<file path="src/rtl/rrt_pkg.sv">
// ----------------------------------------------------------------------------
// rrt_pkg
// Shared types and codes for the reserved range table: field widths, status
// codes, action codes and the token that walks down the chain of cells.
// ----------------------------------------------------------------------------
package rrt_pkg;

  // Fixed widths of the beat fields.
  localparam int unsigned DATA_W    = 32;
  localparam int unsigned IDX_W     = 4;
  localparam int unsigned STATUS_W  = 3;
  localparam int unsigned CNT_OUT_W = 5;
  localparam int unsigned MODE_W    = 2;

  // Action codes of a request beat.
  localparam logic ACT_INSERT = 1'b0;
  localparam logic ACT_READ   = 1'b1;

  // Status codes of a response beat.
  localparam logic [STATUS_W-1:0] ST_INSERTED = 3'd0;
  localparam logic [STATUS_W-1:0] ST_MERGED   = 3'd1;
  localparam logic [STATUS_W-1:0] ST_INVALID  = 3'd2;
  localparam logic [STATUS_W-1:0] ST_FULL     = 3'd3;
  localparam logic [STATUS_W-1:0] ST_READ     = 3'd4;

  // Token modes.
  localparam logic [MODE_W-1:0] MODE_SEARCH = 2'd0;
  localparam logic [MODE_W-1:0] MODE_SHIFT  = 2'd1;
  localparam logic [MODE_W-1:0] MODE_DONE   = 2'd2;
  localparam logic [MODE_W-1:0] MODE_READ   = 2'd3;

  // Control part of the token handed from cell to cell. The range it carries
  // travels beside it on separate buses, as its width is a module parameter.
  typedef struct packed {
    logic                vld;
    logic [MODE_W-1:0]   mode;
    logic [STATUS_W-1:0] status;
    logic                hit;
    logic [IDX_W-1:0]    idx;
  } rrt_tok_t;

endpackage

</file>
<file path="src/rtl/rrt_cell.sv">
// ----------------------------------------------------------------------------
// rrt_cell
// One table slot. It holds one range and, when the token passes, searches,
// merges, inserts, shifts or reads, then hands the token to the next cell.
// ----------------------------------------------------------------------------
module rrt_cell #(
  parameter int unsigned RANGES    = 16,
  parameter int unsigned ADDR_BITS = 32,
  parameter int unsigned CELL_IDX  = 0
) (
  input  logic                             clk_i,
  input  logic                             rst_ni,
  input  logic [$clog2(RANGES+1)-1:0]      count_i,
  input  rrt_pkg::rrt_tok_t                tok_i,
  input  logic [ADDR_BITS-1:0]             lo_i,
  input  logic [ADDR_BITS-1:0]             hi_i,
  output rrt_pkg::rrt_tok_t                tok_o,
  output logic [ADDR_BITS-1:0]             lo_o,
  output logic [ADDR_BITS-1:0]             hi_o
);
  import rrt_pkg::*;

  localparam int unsigned CNT_W = $clog2(RANGES + 1);
  localparam logic [CNT_W-1:0] IDX_C  = CNT_W'(CELL_IDX);
  localparam logic [CNT_W-1:0] FULL_C = CNT_W'(RANGES);
  // Only cells whose position fits the read index field can be read.
  localparam bit IDX_REACH = CELL_IDX < (1 << IDX_W);

  rrt_tok_t             tok_d, tok_q;
  logic [ADDR_BITS-1:0] lo_d, lo_q, hi_d, hi_q;
  logic [ADDR_BITS-1:0] start_d, start_q, end_d, end_q;
  logic                 ent_we;
  logic                 occupied;
  logic                 full;

  assign occupied = IDX_C < count_i;
  assign full     = count_i == FULL_C;

  // Work of the cell on the token that passes through it this cycle.
  always_comb begin
    tok_d   = tok_i;
    lo_d    = lo_i;
    hi_d    = hi_i;
    ent_we  = 1'b0;
    start_d = lo_i;
    end_d   = hi_i;
    if (tok_i.vld) begin
      case (tok_i.mode)
        MODE_SEARCH: begin
          if (occupied) begin
            if (hi_i < start_q) begin
              if (full) begin
                tok_d.mode   = MODE_DONE;
                tok_d.status = ST_FULL;
              end else begin
                // Take the new range here and carry the old one onward.
                ent_we     = 1'b1;
                lo_d       = start_q;
                hi_d       = end_q;
                tok_d.mode = MODE_SHIFT;
              end
            end else if (lo_i > end_q) begin
              // Lies wholly above this entry: keep looking.
              tok_d.mode = MODE_SEARCH;
            end else begin
              ent_we       = 1'b1;
              start_d      = (lo_i < start_q) ? lo_i : start_q;
              end_d        = (hi_i > end_q) ? hi_i : end_q;
              tok_d.mode   = MODE_DONE;
              tok_d.status = ST_MERGED;
            end
          end else begin
            // First free slot: append at the tail.
            ent_we       = 1'b1;
            tok_d.mode   = MODE_DONE;
            tok_d.status = ST_INSERTED;
          end
        end
        MODE_SHIFT: begin
          ent_we = 1'b1;
          lo_d   = start_q;
          hi_d   = end_q;
          if (IDX_C == count_i) begin
            tok_d.mode   = MODE_DONE;
            tok_d.status = ST_INSERTED;
          end
        end
        MODE_READ: begin
          if (IDX_REACH && occupied && (tok_i.idx == IDX_W'(CELL_IDX))) begin
            lo_d      = start_q;
            hi_d      = end_q;
            tok_d.hit = 1'b1;
          end
        end
        default: begin
          tok_d = tok_i;
        end
      endcase
    end
  end

  // Token control register.
  always_ff @(posedge clk_i or negedge rst_ni) begin
    if (!rst_ni) begin
      tok_q <= '0;
    end else begin
      tok_q <= tok_d;
    end
  end

  // Range carried with the token, and the entry held by this cell.
  always_ff @(posedge clk_i) begin
    lo_q <= lo_d;
    hi_q <= hi_d;
    if (ent_we) begin
      start_q <= start_d;
      end_q   <= end_d;
    end
  end

  assign tok_o = tok_q;
  assign lo_o  = lo_q;
  assign hi_o  = hi_q;

endmodule

</file>
<file path="config.mk">
export PLATFORM = sky130hd
export DESIGN_NAME = rrt_cell
export DESIGN_NICKNAME = d
export VERILOG_FILES = /design/src/rtl/rrt_pkg.sv /design/src/rtl/rrt_cell.sv
export SDC_FILE = /design/constraint.sdc
export NUM_CORES = 1
export LEC_CHECK = 0
export BUFFER_PORTS_ARGS = -buffer_cell sky130_fd_sc_hd__buf_2
export CORE_AREA = 2 2 136 138
export CTS_CLUSTER_DIAMETER = 40
export CTS_CLUSTER_SIZE = 20
export DETAILED_ROUTE_END_ITERATION = 8
export DIE_AREA = 0 0 138 140
export PLACE_DENSITY = 0.68
export SLEW_MARGIN = 25
export SYNTH_ARGS = -nofsm -noshare
export SYNTH_HDL_FRONTEND = slang
export SYNTH_SLANG_ARGS = --single-unit
</file>
<file path="constraint.sdc">
create_clock -name clk_i -period 12.9 [get_ports clk_i]
set_clock_uncertainty 0.05 [all_clocks]
set_input_delay 1.935 -clock clk_i [delete_from_list [all_inputs] [get_ports clk_i]]
set_output_delay 1.935 -clock clk_i [all_outputs]
set_load 0.005 [all_outputs]
</file>
# Word-level counts from Yosys, hierarchy flattened
# Index checks and enable logic that the tools add are counted.
# Widths: inputs -> output; s select.
# classes
n_reduce_logical	6
n_eq_ne	5
n_lt_le_gt_ge	5
n_mux	41
# op_table
op	count
$mux 32	22
$pmux 32 s3	2
$gt 32x32->1	2
$lt 32x32->1	2
$mux 5	3
$ne 6x6->1 const B	2
$mux 11	1
$pmux 5 s2	1
$mux 1	7
$mux 3	2
$eq 5x5->1 const B	1
$logic_not 5->1	1
$lt 1x5->1 const A	1
$logic_not 4->1	1
$mux 2	2
$reduce_and 2->1	2
$eq 2x1->1 const B	1
$eq 2x2->1 const B	1
$logic_not 2->1	1
$pmux 1 s2	1
$logic_and 1x1->1	1
# word_totals
ff_bits	139
inputBits	82
elab_cells	66

# Depth between registers and ports, before layout
# depth
depth_word	7
ltp_mapped	10
mapped_depth_nobuf	9

# Worst setup path before layout
# No wires, ideal clock.
# synth_timing
path_type	input to register
startpoint	input port lo_i[14]
endpoint	register end_q[0] (enable)
stages	8
arrival_ns	6.748
required_time_ns	12.339
slack_ns	5.591
setup_ns	0.511
path_cell_list	ha_1 a21oi_1 nand2_1 a221o_1 a211o_1 a22oi_2 nand2_1 o41ai_1
# synth_via
elab_chain_len	7
word_cells_on_any_way	8
classes_between	order compare: 1; eq/ne: 1; mux: 5; reduce/logical: 1
# synth_rtl
item	line	source
start, declared	rrt_cell.sv:15	input logic [ADDR_BITS-1:0] lo_i,
$gt 32x32->1 (*)	rrt_cell.sv:62	end else if (lo_i > end_q) begin
$mux 1	rrt_cell.sv:62	
$mux 1	rrt_cell.sv:51	if (hi_i < start_q) begin
$mux 1	rrt_cell.sv:50	if (occupied) begin
$pmux 1 s2	rrt_cell.sv:48	case (tok_i.mode)
$mux 1	rrt_cell.sv:47	if (tok_i.vld) begin
$reduce_and 2->1 (no line) (*)	-	
end signal, assigned	rrt_cell.sv:117	end_q <= end_d;
end, declared	rrt_cell.sv:31	logic [ADDR_BITS-1:0] start_d, start_q, end_d, end_q;
# Mark *: on every way between the ends. The rest lies on a longest branch, timed or not.
# A chain may end at the register's enable or synchronous reset.

# Final worst setup path
# layout_timing
startpoint	input port hi_i[2]
endpoint	register hi_q[0] (netlist: hi_o[0])
# layout_via
elab_chain_len	5
# layout_rtl
item	line	source
start, declared	rrt_cell.sv:16	input logic [ADDR_BITS-1:0] hi_i,
$lt 32x32->1	rrt_cell.sv:51	
$mux 32	rrt_cell.sv:51	
$mux 32	rrt_cell.sv:50	
$pmux 32 s3	rrt_cell.sv:48	
$mux 32	rrt_cell.sv:47	
named net hi_d[0]	rrt_cell.sv:30	logic [ADDR_BITS-1:0] lo_d, lo_q, hi_d, hi_q;
end signal, assigned	rrt_cell.sv:114	hi_q <= hi_d;
end, declared	rrt_cell.sv:30	
# The timed path passes the listed nets, and every way through them passes these cells.

==> results.json <==
{
  "cts_setup_buffers": 0,
  "core_sq_mm": 0.0178,
  "num_antenna_cells": 0,
  "grt_usage": 0.189,
  "synth_warnings": 0,
  "place_congestion": 0.886,
  "first_pass_iters": 5,
  "row_count": 49,
  "finalCritPeriodShare": 0.375,
  "die-area_sq_mm": 0.0193,
  "first_global_vias": 5536,
  "clk_pin_slew_ns": 0.06,
  "placed_area_sq_mm": 0.00874,
  "path_class": "in -> reg",
  "async_flop_share": 0.0791,
  "clock-sinks": 139,
  "rsz0062_at_grt": "false",
  "worstPathArrival_ns": 5.10,
  "cts.root.buffer_cell": "clkbuf_16",
  "multi_input_area_sq_mm": 0.00387,
  "synthToLayoutAreaGrowth_pct": 20.9,
  "p_sw_uw": 302,
  "setup_viol": 0,
  "intPower_uw": 863,
  "synth_most_common_cell": "ha_1",
  "worstMarginPinSlew_ns": 0.746,
  "vias": 5438,
  "switching_share": 0.259,
  "max_slew_margin": 0.502,
  "reg2reg_depth": 10,
  "min_path_type": "reg -> reg",
  "dp_slack_ns": 7.62,
  "regArea_sq_mm": 0.00348,
  "crit_fanout": 39,
  "cp-start-kind": "primary input",
  "synth.avg_cell_area_sq_um": 12.1,
  "initial_core_util": 0.433,
  "fmax_ghz": 0.207,
  "drt_iter0_markers": 218,
  "ctsLongestPathBuffers": 2,
  "holdWs_ns": 0.451,
  "antenna_left": 0,
  "synthesis.instances": 634,
  "numCtsBuffers": 17,
  "ir_drop_mv": 0.0892,
  "fin_ws_ns": 8.06,
  "grt_pass1_wl_um": 28600,
  "grt-ovfl-total": 0,
  "hpwl_um": 14100,
  "cts.hold.buffers_added": 0,
  "synth-edff-count": 64,
  "netlist.top_cell.by_area": "edfxtp_1",
  "die_h_um": 140,
  "combPwrFrac": 0.170,
  "grt_start_max_net_pins": 40,
  "maxCapViolCount": 0,
  "io_pins": 157,
  "cts_tree": "done",
  "fin_tns_setup_ns": 0,
  "grt_antenna_before_repair": 0,
  "cts_resized": 0,
  "synth_flop_cell": "edfxtp_1",
  "wl_per_cell_um": 17.1,
  "crit_required_ns": 13.16,
  "synth_seq_cells": 139,
  "period_needed_ns": 4.84,
  "seqPwrFrac": 0.436,
  "hold_violations": 0,
  "power_frac_clock": 0.394,
  "yosysUniqueCellTypes": 46,
  "wl_um": 17900,
  "yosysTopAreaCellShare": 0.250,
  "drive_gt1_frac": 0.322,
  "fillers": 1609,
  "insertion_delay_ns": 0.42,
  "p_leak_uw": 0.00452,
  "final_area_sq_mm": 0.00930,
  "finalMaxSlewViolations": 0,
  "cts_max_level": 4,
  "synthTopCellsByCount": "ha_1 (126), inv_1 (69), dfxtp_1 (64), edfxtp_1 (64), mux2_4 (60)",
  "nets": 1016,
  "holdPathStages": 1,
  "worstSetupEndpointType": "flop",
  "via_per_inst": 5.18,
  "outcome": "finished clean",
  "drc_errors": 0,
  "synth_area_leaders": "edfxtp_1 (25%), ha_1 (20%), dfxtp_1 (17%)",
  "syn_area_sq_mm": 0.00769,
  "yosysSeqAreaShare": 0.452,
  "die_w_um": 138,
  "cellPowerDensity_mw_per_mm2": 125,
  "synth_nets": 842,
  "portBuffers": 156
}
worst paths after layout:
check,to,slack (ns),start
worst max-delay path,hi_o[0],8.06,hi_i[2]
worst min-delay path,lo_o[22],0.45,start_q[22]
worst max register to register,hi_o[0],9.29,start_q[1]
worst min register to register,lo_o[22],0.45,start_q[22]
max in group asynchronous,tok_o[8],11.26,rst_ni
min in group asynchronous,tok_o[7],1.33,rst_ni
power groups by stage:
stage,combinational (uW),clock [uW],sequential [uW]
floorplan,117,0,520
global placement,193,0,517
detailed placement,198,0,517
CTS,200,471,508
global route,222,490,511
finish,198,459,508
final cells by class:
type	count	share of cell area
flip-flops and latches	139	0.374
clock buffers	20	0.0491
clock inverters	12	0.0105
multi-input cells	419	0.417
inverters	69	0.0279
repair buffers	162	0.0910
well taps	229	0.0308
kinds of logic (layout without fill, tap and decap cells):
| group | count (synthesis) | in the layout | synth area share |
|---|---|---|---|
| AND/OR/NAND/NOR | 106 | 106 | 0.0706 |
| flip-flops | 139 | 139 | 0.452 |
| adder cells (fa/ha/maj) | 126 | 126 | 0.205 |
| buffers and inverters | 76 | 263 | 0.0460 |
| multiplexers | 64 | 64 | 0.123 |
| AO/OA/AOI/OAI | 123 | 123 | 0.103 |
critical path, stage by stage:
cell	delay, ns
buf_2	0.12
ha_1	0.29
nand2_1	0.05
o21ai_0	0.26
a21oi_1	0.19
o41ai_2	0.40
a211oi_2	0.18
o211ai_4	0.52
buf_4	0.71
mux2_2	0.41
registers in the layout, summed over array words and instances, names as in the netlist:
signal,cells
end_q,32
hi_o,32
lo_o,32
start_q,32
tok_o,11
metal layers:
metal	GRT usage	up-vias	routed length, um
met5	0	-	0
met4	0.0768	0	385
met1	0.254	2544	8510
li1	-	2712	-
met2	0.295	154	8070
met3	0.0441	28	933
placed cells by master, fill, tap and decap left out, types with 6 or more instances in the layout:
cell,count
buf_2,156
ha_1,126
inv_1,69
edfxtp_1,64
dfxtp_1,64
mux2_4,60
a21oi_1,46
nand2_1,31
o21ai_0,26
nand4_1,22
clkbuf_16,17
nor2_1,13
nand3_1,12
dfrtp_1,11
a21o_1,9
a211oi_1,7
nor3_1,6
nor4_1,6
metrics by stage:
step | total power, uW | cells | utilization
5_1_grt | 1220 | 1050 | 0.523
3_5_place_dp | 715 | 1018 | 0.492
4_1_cts | 1180 | 1050 | 0.523
3_3_place_gp | 710 | 1017 | 0.490
2_1_floorplan | 637 | 634 | -
6_report | 1170 | 1050 | 0.523
Power figures use the tool's default switching activity.
